[src/sv/clock_page_replacer_defines.svh]
// Assertion macros for the clock page replacer.
`ifndef CLOCK_PAGE_REPLACER_DEFINES_SVH
`define CLOCK_PAGE_REPLACER_DEFINES_SVH

// Same-cycle implication, checked outside reset.
`define CPR_ASSERT_NOW(lbl, clk, rst_n, ante, cons, msg) \
    lbl: assert property (@(posedge clk) disable iff (!rst_n) (ante) |-> (cons)) \
        else $error(msg);

// Next-cycle implication, checked outside reset.
`define CPR_ASSERT_NEXT(lbl, clk, rst_n, ante, cons, msg) \
    lbl: assert property (@(posedge clk) disable iff (!rst_n) (ante) |=> (cons)) \
        else $error(msg);

`endif

[src/sv/cpr_pkg.sv]
// Shared constants and types of the clock page replacer.
package cpr_pkg;

    localparam int SLOTS   = 16;
    localparam int FRAMES  = 16;
    localparam int SLOT_W  = $clog2(SLOTS);
    localparam int FRAME_W = 4;
    localparam int CNT_W   = 5;
    localparam int MODE_W  = 2;

    localparam logic [MODE_W-1:0] MODE_VICTIM = 2'd0;
    localparam logic [MODE_W-1:0] MODE_PIN    = 2'd1;
    localparam logic [MODE_W-1:0] MODE_UNPIN  = 2'd2;

    typedef struct packed {
        logic [MODE_W-1:0]  mode;
        logic [FRAME_W-1:0] frame_num;
    } req_t;

    typedef struct packed {
        logic               found;
        logic [FRAME_W-1:0] victim_frame;
        logic [CNT_W-1:0]   tracked_count;
    } rsp_t;

    typedef struct packed {
        logic accept;
        logic step;
        logic finish;
    } cmd_t;

    typedef struct packed {
        logic finish_now;
        logic rsp_free;
    } sts_t;

endpackage

[src/sv/cpr_ctrl.sv]
// Controller state machine of the clock page replacer.
module cpr_ctrl
    import cpr_pkg::*;
(
    input  logic clk,
    input  logic rst_n,
    input  logic req_valid,
    output logic req_stall,
    input  sts_t sts,
    output cmd_t cmd
);

    typedef enum logic [1:0] {
        ST_IDLE = 2'b01,
        ST_WORK = 2'b10
    } state_t;

    state_t state_reg;
    state_t state_next;

    always_ff @(posedge clk or negedge rst_n)
    begin
        if (!rst_n)
        begin
            state_reg <= ST_IDLE;
        end
        else
        begin
            state_reg <= state_next;
        end
    end

    always_comb
    begin
        state_next = state_reg;
        req_stall  = 1'b1;
        cmd        = '0;
        case (state_reg)
            ST_IDLE:
            begin
                req_stall  = 1'b0;
                cmd.accept = req_valid;
                if (req_valid)
                begin
                    state_next = ST_WORK;
                end
            end
            ST_WORK:
            begin
                // final action waits for room in the output register
                if (sts.finish_now)
                begin
                    if (sts.rsp_free)
                    begin
                        cmd.finish = 1'b1;
                        state_next = ST_IDLE;
                    end
                end
                else
                begin
                    cmd.step = 1'b1;
                end
            end
            default:
            begin
                state_next = ST_IDLE;
            end
        endcase
    end

endmodule

[src/sv/cpr_datapath.sv]
// Datapath of the clock page replacer: slot ring, frame map, hand and result register.
module cpr_datapath
    import cpr_pkg::*;
(
    input  logic clk,
    input  logic rst_n,
    input  req_t req,
    input  cmd_t cmd,
    output sts_t sts,
    output logic rsp_valid,
    input  logic rsp_stall,
    output rsp_t rsp
);

    req_t               req_reg;
    logic [SLOTS-1:0]   slot_valid_reg, slot_valid_next;
    logic [SLOTS-1:0]   ref_bit_reg, ref_bit_next;
    logic [FRAMES-1:0]  tracked_reg, tracked_next;
    logic [FRAME_W-1:0] slot_frame_reg [SLOTS];
    logic [SLOT_W-1:0]  frame_slot_reg [FRAMES];
    logic [SLOT_W-1:0]  hand_reg, hand_next;
    logic [CNT_W-1:0]   count_reg, count_next;
    logic               rsp_valid_reg, rsp_valid_next;
    rsp_t               rsp_reg, rsp_next;

    logic [FRAME_W-1:0] hand_frame;
    logic [SLOT_W-1:0]  hand_inc;
    logic               hand_hit;
    logic               empty;
    logic [FRAME_W-1:0] f;
    logic [SLOT_W-1:0]  f_slot;
    logic               f_tracked;
    logic               free_any;
    logic [SLOT_W-1:0]  free_idx;
    logic               fill_we;

    assign hand_frame = slot_frame_reg[hand_reg];
    assign hand_hit   = slot_valid_reg[hand_reg] && !ref_bit_reg[hand_reg];
    assign hand_inc   = (hand_reg == SLOT_W'(SLOTS - 1)) ? '0 : hand_reg + SLOT_W'(1);
    assign empty      = (count_reg == '0);
    assign f          = req_reg.frame_num;
    assign f_slot     = frame_slot_reg[f];
    assign f_tracked  = tracked_reg[f];

    assign sts.finish_now = (req_reg.mode != MODE_VICTIM) || empty || hand_hit;
    assign sts.rsp_free   = !rsp_valid_reg || !rsp_stall;

    // lowest free slot
    always_comb
    begin
        free_any = 1'b0;
        free_idx = '0;
        for (int i = SLOTS - 1; i >= 0; i--)
        begin
            if (!slot_valid_reg[i])
            begin
                free_any = 1'b1;
                free_idx = SLOT_W'(i);
            end
        end
    end

    always_comb
    begin
        slot_valid_next = slot_valid_reg;
        ref_bit_next    = ref_bit_reg;
        tracked_next    = tracked_reg;
        hand_next       = hand_reg;
        count_next      = count_reg;
        rsp_valid_next  = rsp_valid_reg;
        rsp_next        = rsp_reg;
        fill_we         = 1'b0;

        if (cmd.step)
        begin
            // second chance: referenced slot loses its bit, hand moves on
            ref_bit_next[hand_reg] = 1'b0;
            hand_next = hand_inc;
        end

        if (cmd.finish)
        begin
            rsp_next.found        = 1'b0;
            rsp_next.victim_frame = '0;
            case (req_reg.mode)
                MODE_VICTIM:
                begin
                    if (!empty)
                    begin
                        slot_valid_next[hand_reg] = 1'b0;
                        tracked_next[hand_frame]  = 1'b0;
                        count_next                = count_reg - CNT_W'(1);
                        hand_next                 = hand_inc;
                        rsp_next.found            = 1'b1;
                        rsp_next.victim_frame     = hand_frame;
                    end
                end
                MODE_PIN:
                begin
                    if (f_tracked)
                    begin
                        slot_valid_next[f_slot] = 1'b0;
                        ref_bit_next[f_slot]    = 1'b0;
                        tracked_next[f]         = 1'b0;
                        count_next              = count_reg - CNT_W'(1);
                    end
                end
                MODE_UNPIN:
                begin
                    if (f_tracked)
                    begin
                        ref_bit_next[f_slot] = 1'b1;
                    end
                    else if (free_any)
                    begin
                        slot_valid_next[free_idx] = 1'b1;
                        ref_bit_next[free_idx]    = 1'b1;
                        tracked_next[f]           = 1'b1;
                        count_next                = count_reg + CNT_W'(1);
                        fill_we                   = 1'b1;
                    end
                end
                default:
                begin
                end
            endcase
            rsp_next.tracked_count = count_next;
            rsp_valid_next         = 1'b1;
        end
        else if (!rsp_stall)
        begin
            rsp_valid_next = 1'b0;
        end
    end

    always_ff @(posedge clk or negedge rst_n)
    begin
        if (!rst_n)
        begin
            slot_valid_reg <= '0;
            ref_bit_reg    <= '0;
            tracked_reg    <= '0;
            hand_reg       <= '0;
            count_reg      <= '0;
            rsp_valid_reg  <= 1'b0;
        end
        else
        begin
            slot_valid_reg <= slot_valid_next;
            ref_bit_reg    <= ref_bit_next;
            tracked_reg    <= tracked_next;
            hand_reg       <= hand_next;
            count_reg      <= count_next;
            rsp_valid_reg  <= rsp_valid_next;
        end
    end

    always_ff @(posedge clk)
    begin
        if (cmd.accept)
        begin
            req_reg <= req;
        end
        if (fill_we)
        begin
            slot_frame_reg[free_idx] <= f;
            frame_slot_reg[f]        <= free_idx;
        end
        rsp_reg <= rsp_next;
    end

    assign rsp_valid = rsp_valid_reg;
    assign rsp       = rsp_reg;

endmodule

[src/sv/clock_page_replacer.sv]
// Top level of the clock page replacer.
// Clock (second-chance) replacer over a ring of SLOTS slots. One request item
// at a time: it is taken in the cycle after the block goes idle, and its
// result item is loaded into the output register by the work state: without
// moving the hand for pin, unpin, unused mode and a victim request with nothing
// tracked, and for a victim after the hand passes over k slots before the one
// it evicts (k up to 2*SLOTS-1), since the hand visits one slot per cycle. A
// new item is taken in the cycle after the result is loaded, even while that
// result still waits under stall; a result that would overwrite an untaken
// one waits. Reset empties the ring at once, with no clearing pass.
`include "clock_page_replacer_defines.svh"

module clock_page_replacer
    import cpr_pkg::*;
(
    input  logic clk,
    input  logic rst_n,
    input  logic req_valid,
    output logic req_stall,
    input  req_t req,
    output logic rsp_valid,
    input  logic rsp_stall,
    output rsp_t rsp
);

    cmd_t cmd;
    sts_t sts;

    cpr_ctrl u_ctrl (
        .clk       (clk),
        .rst_n     (rst_n),
        .req_valid (req_valid),
        .req_stall (req_stall),
        .sts       (sts),
        .cmd       (cmd)
    );

    cpr_datapath u_datapath (
        .clk       (clk),
        .rst_n     (rst_n),
        .req       (req),
        .cmd       (cmd),
        .sts       (sts),
        .rsp_valid (rsp_valid),
        .rsp_stall (rsp_stall),
        .rsp       (rsp)
    );

    `CPR_ASSERT_NEXT(a_busy_after_accept, clk, rst_n, req_valid && !req_stall, req_stall, "accepted item did not make the block busy")
    `CPR_ASSERT_NOW(a_no_frame_without_hit, clk, rst_n, rsp_valid && !rsp.found, rsp.victim_frame == '0, "victim frame set without eviction")
    `CPR_ASSERT_NOW(a_count_bound, clk, rst_n, rsp_valid, rsp.tracked_count <= CNT_W'(SLOTS), "tracked count beyond ring size")
    `CPR_ASSERT_NEXT(a_finish_loads_rsp, clk, rst_n, cmd.finish, rsp_valid, "finished item produced no result")

endmodule
[config.mk]
export PLATFORM = sky130hd
export DESIGN_NAME = clock_page_replacer
export DESIGN_NICKNAME = d
export VERILOG_FILES = /design/src/sv/cpr_pkg.sv /design/src/sv/cpr_ctrl.sv /design/src/sv/cpr_datapath.sv /design/src/sv/clock_page_replacer.sv
export VERILOG_INCLUDE_DIRS = /design/src /design/src/sv
export SDC_FILE = /design/constraint.sdc
export NUM_CORES = 1
export LEC_CHECK = 0
export BUFFER_PORTS_ARGS = -buffer_cell sky130_fd_sc_hd__buf_2
export CAP_MARGIN = 20
export CORE_ASPECT_RATIO = 1.1
export CORE_MARGIN = 4
export CORE_UTILIZATION = 35
export CTS_CLUSTER_DIAMETER = 30
export CTS_CLUSTER_SIZE = 12
export DETAILED_ROUTE_END_ITERATION = 12
export GPL_TIMING_DRIVEN = 1
export SLEW_MARGIN = 15
export SYNTH_ARGS = -nofsm -noshare
export SYNTH_HDL_FRONTEND = slang
export SYNTH_SLANG_ARGS = --single-unit
[constraint.sdc]
create_clock -name clk -period 2.8 [get_ports clk]
set_input_delay 0.14 -clock clk [delete_from_list [all_inputs] [get_ports clk]]
set_output_delay 0.14 -clock clk [all_outputs]
set_load 0.03 [all_outputs]
# After elaboration in Yosys (flattened, before gate mapping)
# Memories as Yosys holds them, arrays and structs flattened. A register that Yosys moved wholly into a read port is not among the register bits.
# Index checks and enable logic that the tools add are counted.
[word_totals] ramBits=128 inputBits=10 memories=2 elab_cells=168 regBits=76
[op_classes] addsub=3 reduce_logical=19 n_eq_ne=13 muxes=94 n_lt_le_gt_ge=10 n_bitwise=15
[memory_table] memory="u_datapath.frame_slot_reg" words=16 width=4 read_ports=1 rd_ports_with_merged_regs=1 write_ports=1 line="cpr_datapath.sv:20" rtl="logic [SLOT_W-1:0] frame_slot_reg [FRAMES];"
[memory_table] memory="u_datapath.slot_frame_reg" words=16 width=4 read_ports=1 rd_ports_with_merged_regs=0 write_ports=1 line="cpr_datapath.sv:19" rtl="logic [FRAME_W-1:0] slot_frame_reg [SLOTS];"
[op_table] cell="$mux 16" count=13
[op_table] cell="$and 16x16->16" count=6
[op_table] cell="$pmux 16 s3" count=2
[op_table] cell="$mux 4" count=22
[op_table] cell="$not 16->16" count=4
[op_table] cell="$or 16x16->16" count=4
[op_table] cell="$mux 1" count=37
[op_table] cell="$pmux 16 s2" count=1
[op_table] cell="$lt 4x5->1 const B" count=5
[op_table] cell="$mux 5" count=5
[op_table] cell="$demux 1 s4" count=5
[op_table] cell="$ge 4x1->1 const B" count=5
[op_table] cell="$pmux 5 s3" count=1
[op_table] cell="$bmux 1 s4" count=3
[op_table] cell="$ne 2x2->1 const B" count=5
[op_table] cell="$mux 2" count=4
[op_table] cell="$logic_and 1x1->1" count=6
[op_table] cell="$ne 2x1->1 const B" count=3
[op_table] cell="$reduce_and 6->1" count=1
[op_table] cell="$add 5x1->5 const B" count=1
[op_table] cell="$logic_not 5->1" count=1
[op_table] cell="$sub 5x1->5 const B" count=1
[op_table] cell="$add 4x1->4 const B" count=1
[op_table] cell="$eq 2x1->1 const B" count=2
[op_table] cell="other kinds (11)" count=16

# Logic depth before layout (Yosys ltp)
# Gate-level depths: netlist of the first run.
[depth] ltp_word=25 mapped_depth=11 ltp_nobuf=9

# Hierarchy
# Synthesis of the first run repeated with hierarchy kept, for this count alone.
[hier_totals] cells_unflattened=795 area_unflattened_um2=10000.8
[modules_own_cells] module="cpr_datapath" seq_area_each_um2=5855.6 instances=1 area_each_um2=9898.2 cells_per_inst=784
[modules_own_cells] module="cpr_ctrl" seq_area_each_um2=51.3 instances=1 area_each_um2=102.6 cells_per_inst=11

# Worst setup path after synthesis of the first run
# No wires, ideal clock.
[synth_timing] path_kind="register to register" from="register u_datapath.count_reg[0]" to="memory u_datapath.slot_frame_reg[4][0] (enable)" setup_slack_ns=-0.240 t_arrival_ns=2.710 n_path_buf=1 path_stages_with_launch=11 path_cell_list="dfrtp_1 > inv_1 > ha_1 > or3b_2 > o21ai_1 > a31o_2 > nand3_1 > inv_1 > buf_2 > nand3_1 > nor2_1"
[synth_lines] item="start, declared" line="cpr_datapath.sv:22" rtl="logic [CNT_W-1:0] count_reg, count_next;"
[synth_lines] item="start signal, assigned" line="cpr_datapath.sv:153" rtl="count_reg <= count_next;"
[synth_lines] item="end, declared" line="cpr_datapath.sv:19"

# Final worst setup path of the first run
[layout_timing] from="register u_datapath.req_reg, in the netlist u_datapath.f[1]" to="register u_datapath.slot_valid_reg[13]"
[layout_between] elab_chain_cells=4
[layout_rtl] item="start, declared" line="cpr_datapath.sv:15" rtl="req_t req_reg;"
[layout_rtl] item="start signal, assigned" line="cpr_datapath.sv:162" rtl="req_reg <= req;"
[layout_rtl] item="$bmux 1 s4 *" line="cpr_datapath.sv:43" rtl="assign f_tracked = tracked_reg[f];"
[layout_rtl] item="$mux 1 (not written as such) *" line="cpr_datapath.sv:43"
[layout_rtl] item="$ne 2x2->1 (no line) / $ne 2x1->1 (equally long branches)"
[layout_rtl] item="$reduce_and 6->1 (no line) *"
[layout_rtl] item="end signal, assigned" line="cpr_datapath.sv:149" rtl="slot_valid_reg <= slot_valid_next;"
[layout_rtl] item="end, declared" line="cpr_datapath.sv:16" rtl="logic [SLOTS-1:0] slot_valid_reg, slot_valid_next;"
# Every way passes the cells marked *; elsewhere a longest branch is shown, timed or not. The select of a mux whose other input is x is not followed.
# A chain may end at the register's enable or synchronous reset.

==> results.sh, run 1 <==
export IMPL_ant_nets=0
export IMPL_slew_headroom=0.411
export IMPL_p_leak_nw=5.06
export IMPL_max_stage_delay_ns=0.54
export IMPL_max_cap_viol_count=0
export IMPL_cts_buffer_depth=3
export IMPL_cp_start_kind="flop"
export IMPL_worstSkewPairLatency_ns=0.55
export IMPL_cts_tree="yes"
export IMPL_syn_num_nets=865
export IMPL_num_io_pins=22
export IMPL_dieArea_sq_um=32800
export IMPL_antennaDiodeCount=0
export IMPL_min_path_type="primary input to flop"
export IMPL_post_drt_wl_per_cell_um=21.7
export IMPL_end_kind="flop"
export IMPL_track_usage=0.182
export IMPL_tns_ns=0
export IMPL_routed_wirelength_mm=30.3
export IMPL_clkTransAtPathRegs_ns=0.05
export IMPL_cts_root_buffer="clkbuf_16"
export IMPL_crit_path_cell_trace="buf_6 > mux2i_1 > mux4_2 > or2_4 > buf_4 > a31oi_4 > nand4_1 > buf_4 > buf_12 > o21ai_0 > o31ai_1"
export IMPL_drt_iter0_drc=831
export IMPL_io_buffers=21
export IMPL_ys_types=73
export IMPL_drt_first_pass_iters=5
export IMPL_skew_ns=0.0173
export IMPL_cpMostUsedCell="buf_4"
export IMPL_vias=7959
export IMPL_crit_type="flop to flop"
export IMPL_hold_viol=0
export IMPL_synth_cell_area_sq_um=10500
export IMPL_grt_pass1_vias=7962
export IMPL_finalCritPeriodShare=0.986
export IMPL_ys_flop_type="edfxtp_1"
export IMPL_placed_area_sq_um=11800
export IMPL_yosysSeqAreaShare=0.564
export IMPL_cts_made_buffers=49
export IMPL_final_util=0.466
export IMPL_synth_seq_cells=208
export IMPL_grt_busiest_layer="met2"
export IMPL_arrival_ns=3.17
export IMPL_cts_sinks=208
export IMPL_use_met1=0.229
export IMPL_p_per_area_nw_per_um2=911
export IMPL_grt_max_degree=61
export IMPL_gp_congestion=0.933
export IMPL_r2r_slack_ns=0.04
export IMPL_grt_pass1_wl_mm=46.8
export IMPL_met2_usage=0.312
export IMPL_required_ns=3.21
export IMPL_drive_gt1_frac=0.330
export IMPL_die_h_um=189
export IMPL_setup_viol=0
export IMPL_overflow=0
export IMPL_area_growth_pct=31.6
export IMPL_hpwl_mm=21.3
export IMPL_avgSynthCellArea_sq_um=12.4
export IMPL_cp_slowest_cell="mux4_2"
export IMPL_synth_edf_count=144
export IMPL_finalMaxSlewViolations=0
export IMPL_met3_usage=0.0294
export IMPL_die_x_um=173
export IMPL_via_per_inst=5.70
export IMPL_ir_drop_uv=603
export IMPL_status="complete, no violations"
export IMPL_cp_max_fo=12
export IMPL_period_needed_ns=2.76
export IMPL_fmax_mhz=362
export IMPL_rows=66
export IMPL_timing_hold_ws_ns=0.140
export IMPL_p_total_w=0.0126
export IMPL_nNetsFinal=1002
export IMPL_initial_utilization=0.354
export IMPL_htree_levels=2
export IMPL_async_flop_share=0.288
export IMPL_rsz0062_at_grt="yes"
export IMPL_synth_cells=844
export IMPL_fin_area_sq_um=13800
export IMPL_synth_warnings=0
export IMPL_drc_errors=0
export IMPL_worstMarginPinSlew_ns=0.883
export IMPL_core_area_sq_um=29600
export IMPL_antenna_found_initial=0
-- cell usage after synthesis (all sizes together), types with 5 or more instances --
library cell / instances / share of area
a21oi: 26 / 0.013
a211oi: 5 / 0.0036
nor2b: 12 / 0.0072
mux4: 41 / 0.088
a21o: 9 / 0.0064
a2bb2oi: 8 / 0.0067
o31ai: 10 / 0.0072
a32oi: 14 / 0.012
a22oi: 17 / 0.012
ha: 11 / 0.013
nand2: 60 / 0.021
and3: 8 / 0.0048
nor2: 57 / 0.020
dfrtp: 59 / 0.14
nand3: 48 / 0.025
or2: 7 / 0.0044
edfxtp: 144 / 0.41
nor4: 6 / 0.0036
o22a: 6 / 0.0050
a22o: 5 / 0.0042
inv: 19 / 0.0068
mux2i: 15 / 0.014
nand4: 18 / 0.011
o21ai: 64 / 0.031
mux2: 11 / 0.012
clkbuf: 25 / 0.0090
o21bai: 7 / 0.0050
o31a: 17 / 0.014
nor3: 6 / 0.0033
buf: 29 / 0.014
a31oi: 8 / 0.0062
nand2b: 18 / 0.011
-- routing by layer --
layer  up-vias  wire [um]
met4         0       1070
met2       298      15200
li1       3621          -
met3        70       1640
met5         -          0
met1      3970      12400
-- through the flow --
step                      setup slack (ns)  instances
after floorplan                    -0.0426        844
after global placement             -0.0785       1292
after detailed placement            -0.174       1292
after CTS                         0.000387       1392
after global routing               -0.0531       1396
final                               0.0404       1396
-- logic make-up (layout without fill, tap and decap cells) --
group | after synthesis | after routing | synth area share
buffers and inverters | 74 | 251 | 0.0306
flip-flops | 208 | 208 | 0.564
XOR/XNOR | 2 | 2 | 0.00167
AND/OR/NAND/NOR | 260 | 261 | 0.126
AO/OA/AOI/OAI | 222 | 222 | 0.150
multiplexers | 67 | 67 | 0.114
adder cells (fa/ha/maj) | 11 | 11 | 0.0131
-- final timing paths --
check                                           endpoint  depth (start not counted)                 startpoint
max reg2reg                u_datapath.slot_valid_reg[13]                         11            u_datapath.f[1]
min in group asynchronous            u_ctrl.state_reg[1]                          3                      rst_n
max                        u_datapath.slot_valid_reg[13]                         11            u_datapath.f[1]
min reg2reg                    u_datapath.tracked_reg[3]                          2  u_datapath.tracked_reg[3]
max in group asynchronous         u_datapath.hand_reg[0]                          3                      rst_n
min                                  u_ctrl.state_reg[0]                          5                  req_valid
-- placed cells by master (no fill, tap or decap), drive strengths merged, types with 7 or more instances in the layout --
cell,n
a21o,9
a21oi,26
a22oi,17
a2bb2oi,8
a31oi,8
a32oi,14
and3,8
buf,130
clkbuf,53
clkinv,21
dfrtp,59
dlygate4sd3,8
edfxtp,144
ha,11
inv,31
mux2,11
mux2i,15
mux4,41
nand2,60
nand2b,18
nand3,48
nand4,18
nor2,57
nor2b,12
o21ai,64
o21bai,7
o31a,17
o31ai,10
or2,8
-- where the power goes --
part | internal [W] | switching [W]
Combinational | 0.00134 | 0.00171
Clock | 0.00380 | 0.00192
Sequential | 0.00362 | 0.000175
-- repair_timing --
| action | 4_1_cts | 5_1_grt |
|---|---|---|
| cloned | 0 | 2 |
| hold endpoints to repair | 70 | 0 |
| pin swaps | 0 | 9 |
| hold buffers | 8 | 0 |
| resized for setup | 9 | 45 |
| setup buffers | 0 | 2 |
| setup endpoints to repair | 123 | 165 |
-- critical path: cells and delay by family (launching register included) --
family                 cells  cell delay, ns
AOI/OAI and AO/OA          3            0.54
buffers and inverters      4            0.63
DFF                        1            0.39
muxes                      2            0.66
and+or+nand+nor            2            0.40
-- cell type report --
| class | instances | area (sq um) |
|---|---|---|
| Timing Repair Buffer | 139 | 1140 |
| Fill cell | 2643 | 15800 |
| Clock inverter | 40 | 422 |
| Multi-Input combinational cell | 563 | 4500 |
| Tap cell | 374 | 468 |
| Sequential cell | 208 | 5910 |
| Inverter | 20 | 75.1 |
| Clock buffer | 52 | 1270 |
(Power assumes the default switching activity.)
==> inputs of run 2 (changes only) <==
clock period = 3.45 ns   (was 2.8 ns; I/O delays follow)
==> run 2 against run 1 <==
Compared with the run above:
- sequential share of layout area is 2.5 points higher
- total power is 21% lower
- cell count is 4.4% lower
- die area stayed put
- largest power group unchanged
==> results.sh, run 2 (same netlist as run 1, synthesis figures left out) <==
export IMPL_cp_slowest_cell="or4b_2"
export IMPL_path_delay_family="simple AND/OR/NAND/NOR gates"
export IMPL_nNetsFinal=940
export IMPL_cts_buffer_depth=3
export IMPL_initial_utilization=0.354
export IMPL_grt_pass1_wl_mm=46.1
export IMPL_drt_first_pass_iters=5
export IMPL_drt_iter0_drc=884
export IMPL_antennaDiodeCount=0
export IMPL_worstMarginPinSlew_ns=0.870
export IMPL_dieArea_sq_um=32800
export IMPL_setup_viol=0
export IMPL_die_h_um=189
export IMPL_drive_gt1_frac=0.244
export IMPL_cp_start_kind="flop"
export IMPL_io_buffers=21
export IMPL_worstSkewPairLatency_ns=0.55
export IMPL_cts_made_buffers=49
export IMPL_status="complete, no violations"
export IMPL_fmax_mhz=305
export IMPL_period_needed_ns=3.28
export IMPL_worstHoldPathCells=3
export IMPL_die_x_um=173
export IMPL_drc_errors=0
export IMPL_r2r_slack_ns=0.17
export IMPL_final_util=0.440
export IMPL_rsz0062_at_grt="no"
export IMPL_ant_nets=0
export IMPL_cts_tree="yes"
export IMPL_tns_ns=0
export IMPL_p_leak_nw=4.68
export IMPL_ir_drop_uv=399
export IMPL_end_kind="flop"
export IMPL_routed_wirelength_mm=29.5
export IMPL_hold_viol=0
export IMPL_core_area_sq_um=29600
export IMPL_finalMaxSlewViolations=0
export IMPL_final_common_cell="edfxtp_1"
export IMPL_crit_path_cell_trace="and2_0 > nand3_1 > nor3_1 > nand4_1 > or4b_2 > nor2_2"
export IMPL_arrival_ns=3.47
export IMPL_p_per_area_nw_per_um2=761
export IMPL_cts_sinks=208
export IMPL_grt_pass1_vias=7897
export IMPL_max_stage_delay_ns=0.75
export IMPL_area_growth_pct=24.3
export IMPL_track_usage=0.178
export IMPL_overflow=0
export IMPL_reg2reg_from="u_datapath.slot_valid_reg[1]"
export IMPL_htree_levels=2
export IMPL_antenna_found_initial=0
export IMPL_reg2reg_to="u_datapath.slot_frame_reg[10][0]"
export IMPL_clkTransAtPathRegs_ns=0.05
export IMPL_hp_start="rsp_stall"
export IMPL_vias=7752
export IMPL_via_per_inst=5.81
export IMPL_slew_headroom=0.420
export IMPL_finalCritPeriodShare=0.950
export IMPL_reg2regPathDepth=6
export IMPL_holdPathEnd="u_datapath.rsp_valid"
export IMPL_skew_ns=0.0282
export IMPL_min_path_type="primary input to flop"
export IMPL_cts_root_buffer="clkbuf_16"
export IMPL_gp_congestion=0.923
export IMPL_hpwl_mm=20.0
export IMPL_max_cap_viol_count=0
export IMPL_cp_max_fo=6
export IMPL_grt_max_degree=38
export IMPL_post_drt_wl_per_cell_um=22.1
export IMPL_layout_common_cells="edfxtp_1 (144), nand2_1 (60), dfrtp_1 (59)"
export IMPL_critPathBufInv=0
export IMPL_timing_hold_ws_ns=0.137
export IMPL_rows=66
export IMPL_crit_type="flop to flop"
export IMPL_num_io_pins=22
export IMPL_required_ns=3.65
[run 2: cell types whose count changed in the layout (fill, tap and decap cells not counted), sizes merged]
| cell | delta |
|---|---|
| bufinv | +2 |
| dlygate4sd3 | -1 |
| clkinv | -5 |
| buf | -59 |
| inv | -6 |
| clkinvlp | +6 |
| clkbuf | +2 |
| or2 | -1 |
[run 2: routing by layer]
metal | vias up | routed length, um | track usage
li1 | 3485 | - | -
met1 | 3905 | 12800 | 0.242
met2 | 300 | 13900 | 0.286
met3 | 62 | 2070 | 0.0391
met4 | 0 | 770 | 0.0574
met5 | - | 0 | 0
[run 2: final cells by class]
type                            instances  area, sq um
Fill cell                            2705        16500
Sequential cell                       208         5910
Clock inverter                         37          473
Multi-Input combinational cell        562         4250
Clock buffer                           55         1280
Tap cell                              374          468
Timing Repair Buffer                   78          563
Inverter                               20         75.1
[run 2: worst max-delay path by stage]
stage,start,end,slack [ns],cells past startpoint
floorplan,u_datapath.count_reg[0],u_datapath.slot_frame_reg[4][0],0.41,10
detailed placement,u_datapath.f[1],u_datapath.slot_frame_reg[10][0],0.10,6
global route,u_datapath.hand_reg[0],u_datapath.tracked_reg[2],0.005,8
finish,u_datapath.slot_valid_reg[1],u_datapath.slot_frame_reg[10][0],0.17,6
CTS,u_datapath.f[1],u_datapath.slot_frame_reg[10][3],0.07,6
global placement,u_datapath.f[1],u_datapath.slot_frame_reg[10][0],0.1,6
[run 2: through the flow]
stage	power (W)	setup WS (ns)	cell area [sq um]	instances
2_1_floorplan	0.00449	0.410	10500	844
3_3_place_gp	0.00512	0.0954	11200	1233
3_5_place_dp	0.00513	0.101	11200	1233
4_1_cts	0.00996	0.0708	13000	1332
5_1_grt	0.0103	0.00482	13000	1334
6_report	0.00990	0.173	13000	1334
[run 2: power breakdown]
| part | internal, W | switching [W] |
|---|---|---|
| Sequential | 0.00293 | 0.000190 |
| Combinational | 0.000786 | 0.00122 |
| Clock | 0.00323 | 0.00154 |
[run 2: worst reg2reg max path: cells and delay by family (launching register included)]
family	cells	cell delay [ns]
and+or+nand+nor	6	2.59
DFF	1	0.35
[run 2: what timing repair did]
action,CTS,global route
resized for setup,0,1
setup endpoints to repair,0,4
hold buffers,7,0
endpoints found under the hold margin,42,0
buffers inserted,0,1
==> inputs of run 3 (changes only) <==
SYNTH_HIERARCHICAL = 1   (was default)
==> run 3 against run 2 <==
Compared with the run above:
- sequential power fell by 2%
- die area down 4.3%
- maximum frequency decreased by 0.30%
- total power fell by 8.9%
- cell area decreased by 5.2%
- clock skew shrank 0.017 ns
- largest power group unchanged
- flip-flop and latch count did not move
- utilization about the same
- register-to-register slack hardly changed
- wire length shrank 9.3%
==> results.sh, run 3 <==
export IMPL_rsz0062_at_grt="no"
export IMPL_slew_headroom=0.268
export IMPL_arrival_ns=3.69
export IMPL_finalMaxSlewViolations=0
export IMPL_final_util=0.441
export IMPL_ir_drop_uv=353
export IMPL_tns_ns=0
export IMPL_switching_power_w=0.00264
export IMPL_crit_path_cell_trace="mux4_2 > mux4_2 > buf_4 > a21oi_2 > nand2_2 > o41ai_1 > a21oi_1 > a311oi_1"
export IMPL_cpMostUsedCell="mux4_2"
export IMPL_final_common_cell="edfxtp_1"
export IMPL_yosys_area_top_type="edfxtp_1"
export IMPL_end_kind="flop"
export IMPL_reg2regPathDepth=8
export IMPL_synth_cell_area_sq_um=10000
export IMPL_htree_levels=2
export IMPL_core_area_sq_um=28000
export IMPL_cp_slowest_cell="mux4_2"
export IMPL_drc_errors=0
export IMPL_crit_type="flop to flop"
export IMPL_drt_iter0_drc=785
export IMPL_avgSynthCellArea_sq_um=12.6
export IMPL_grt_max_degree=39
export IMPL_max_cap_viol_count=0
export IMPL_met2_usage=0.277
export IMPL_antennaDiodeCount=0
export IMPL_post_drt_wl_per_cell_um=21.1
export IMPL_worstMarginPinSlew_ns=1.09
export IMPL_worstSkewPairLatency_ns=0.53
export IMPL_p_leak_nw=4.35
export IMPL_final_cell_count_no_fill=1271
export IMPL_synth_cells=795
export IMPL_dp_cells=1179
export IMPL_rows=64
export IMPL_die_x_um=169
export IMPL_ys_flop_type="edfxtp_1"
export IMPL_num_io_pins=22
export IMPL_dieArea_sq_um=31300
export IMPL_multi_input_area_sq_um=3840
export IMPL_cts_root_buffer="clkbuf_16"
export IMPL_fmax_mhz=304
export IMPL_syn_num_nets=815
export IMPL_synth_warnings=6
export IMPL_synthTopCellsByArea="edfxtp_1 (43%), dfrtp_1 (15%), mux4_2 (8.6%), nand2_1 (2.7%), nor2_1 (2.7%)"
export IMPL_use_met1=0.221
export IMPL_synth_edf_count=144
export IMPL_power_share_switching=0.293
export IMPL_grt_pass1_vias=7311
export IMPL_p_per_area_nw_per_um2=731
export IMPL_cts_tree="yes"
export IMPL_via_per_inst=5.73
export IMPL_cp_endpoint="u_datapath/ref_bit_reg[2]"
export IMPL_finalCritPeriodShare=0.953
export IMPL_internal_power_w=0.00638
export IMPL_clkTransAtPathRegs_ns=0.05
export IMPL_layout_common_cells="edfxtp_1 (144), nand2_1 (73), nor2_1 (70)"
export IMPL_routed_wirelength_mm=26.8
export IMPL_min_path_type="primary input to async pin"
export IMPL_cp_start_kind="flop"
export IMPL_cts_sinks=208
export IMPL_synth_seq_cells=208
export IMPL_setup_viol=0
export IMPL_ys_types=68
export IMPL_hpwl_mm=18.9
export IMPL_status="complete, no violations"
export IMPL_fillers=2558
export IMPL_skew_ns=0.0117
export IMPL_ant_nets=0
export IMPL_initial_utilization=0.357
export IMPL_met3_usage=0.0388
export IMPL_yosysSeqAreaShare=0.591
export IMPL_hold_viol=0
export IMPL_reg2reg_from="u_datapath/f[2]"
export IMPL_synthTopCellsByCount="edfxtp_1 (144), nand2_1 (73), nor2_1 (71), dfrtp_1 (59)"
export IMPL_area_growth_pct=23.5
export IMPL_drt_first_pass_iters=5
export IMPL_seq_power_share=0.339
export IMPL_yosysMostFrequentCell="edfxtp_1"
export IMPL_reg2reg_to="u_datapath/ref_bit_reg[2]"
export IMPL_max_stage_delay_ns=0.57
export IMPL_grt_pass1_wl_mm=41.9
export IMPL_r2r_slack_ns=0.16
export IMPL_track_usage=0.170
export IMPL_grt_busiest_layer="met2"
export IMPL_synth_top_cell_area_share=0.432
export IMPL_cp_max_fo=18
export IMPL_overflow=0
export IMPL_io_buffers=21
export IMPL_clock_power_share=0.472
export IMPL_regArea_sq_um=5910
export IMPL_vias=7281
export IMPL_cts_buffer_depth=3
export IMPL_cts_made_buffers=45
export IMPL_required_ns=3.86
export IMPL_worstSetupStartpoint="u_datapath/f[2]"
export IMPL_pwr_share_comb=0.189
export IMPL_period_needed_ns=3.29
export IMPL_die_h_um=185
export IMPL_antenna_found_initial=0
export IMPL_drive_gt1_frac=0.237
export IMPL_gp_congestion=0.957
export IMPL_async_flop_share=0.288
export IMPL_nNetsFinal=892
run 3: critical path: cells and delay by family, from the launching register on:
family / cells / cell delay, ns
AO/OA/AOI/OAI: 4 / 1.03
buffers and inverters: 1 / 0.21
flip-flops: 1 / 0.56
multiplexers: 2 / 1.09
AND/OR/NAND/NOR: 1 / 0.28
run 3: through the flow:
step	cell area [sq um]	hold slack (ns)	worst slack, ns	power [W]
floorplan	10000	-0.123	0.0401	0.00420
global placement	10700	0.366	0.180	0.00477
detailed placement	10700	0.365	0.205	0.00478
CTS	12300	0.353	0.186	0.00908
global route	12300	0.373	0.000870	0.00938
finish	12300	0.360	0.164	0.00902
run 3: per-layer routing:
metal,part of all wire,routed length (um)
met4,0.037,977
met1,0.41,11000
met2,0.48,12800
met5,0,0
met3,0.075,2010
run 3: cell families after synthesis:
logic type,after synthesis,share of synthesized area
multiplexers,58,0.107
AO/OA/AOI/OAI,192,0.134
XOR/XNOR,2,0.00175
flip-flops,208,0.591
AND/OR/NAND/NOR,261,0.126
adder cells (fa/ha/maj),10,0.0125
buffers and inverters,64,0.0284
run 3: repair_timing:
action / CTS / global route
buffers inserted: 0 / 1
hold buffers: 8 / 0
gates resized for setup: 0 / 1
endpoints found under the hold margin: 48 / 0
endpoints found under the setup margin: 0 / 4
run 3: cell type report:
cell class,instances,share of cell area
clock inverters,32,0.0296
well taps,363,0.0368
clock buffers,51,0.0946
multi-input cells,523,0.311
flip-flops and latches,208,0.478
inverters,19,0.00578
repair buffers,75,0.0440
run 3: power groups by stage:
stage                     combinational, W  clock (W)  sequential [W]
final                              0.00171    0.00426         0.00306
after detailed placement           0.00169          0         0.00309
after global routing               0.00185    0.00448         0.00306
after floorplan                    0.00114          0         0.00307
after CTS                          0.00170    0.00433         0.00305
after global placement             0.00167          0         0.00309
run 3: worst min-delay path by stage:
stage / from / endpoint / cells past startpoint
5_1_grt: req[0] / u_datapath/f[0] / 2
2_1_floorplan: rst_n / u_ctrl/state_reg[1] / 0
3_5_place_dp: req[5] / u_datapath/req_reg[5] / 1
4_1_cts: req[4] / u_datapath/req_reg[4] / 2
6_report: rst_n / u_datapath/hand_reg[2] / 2
3_3_place_gp: rst_n / u_datapath/hand_reg[2] / 1
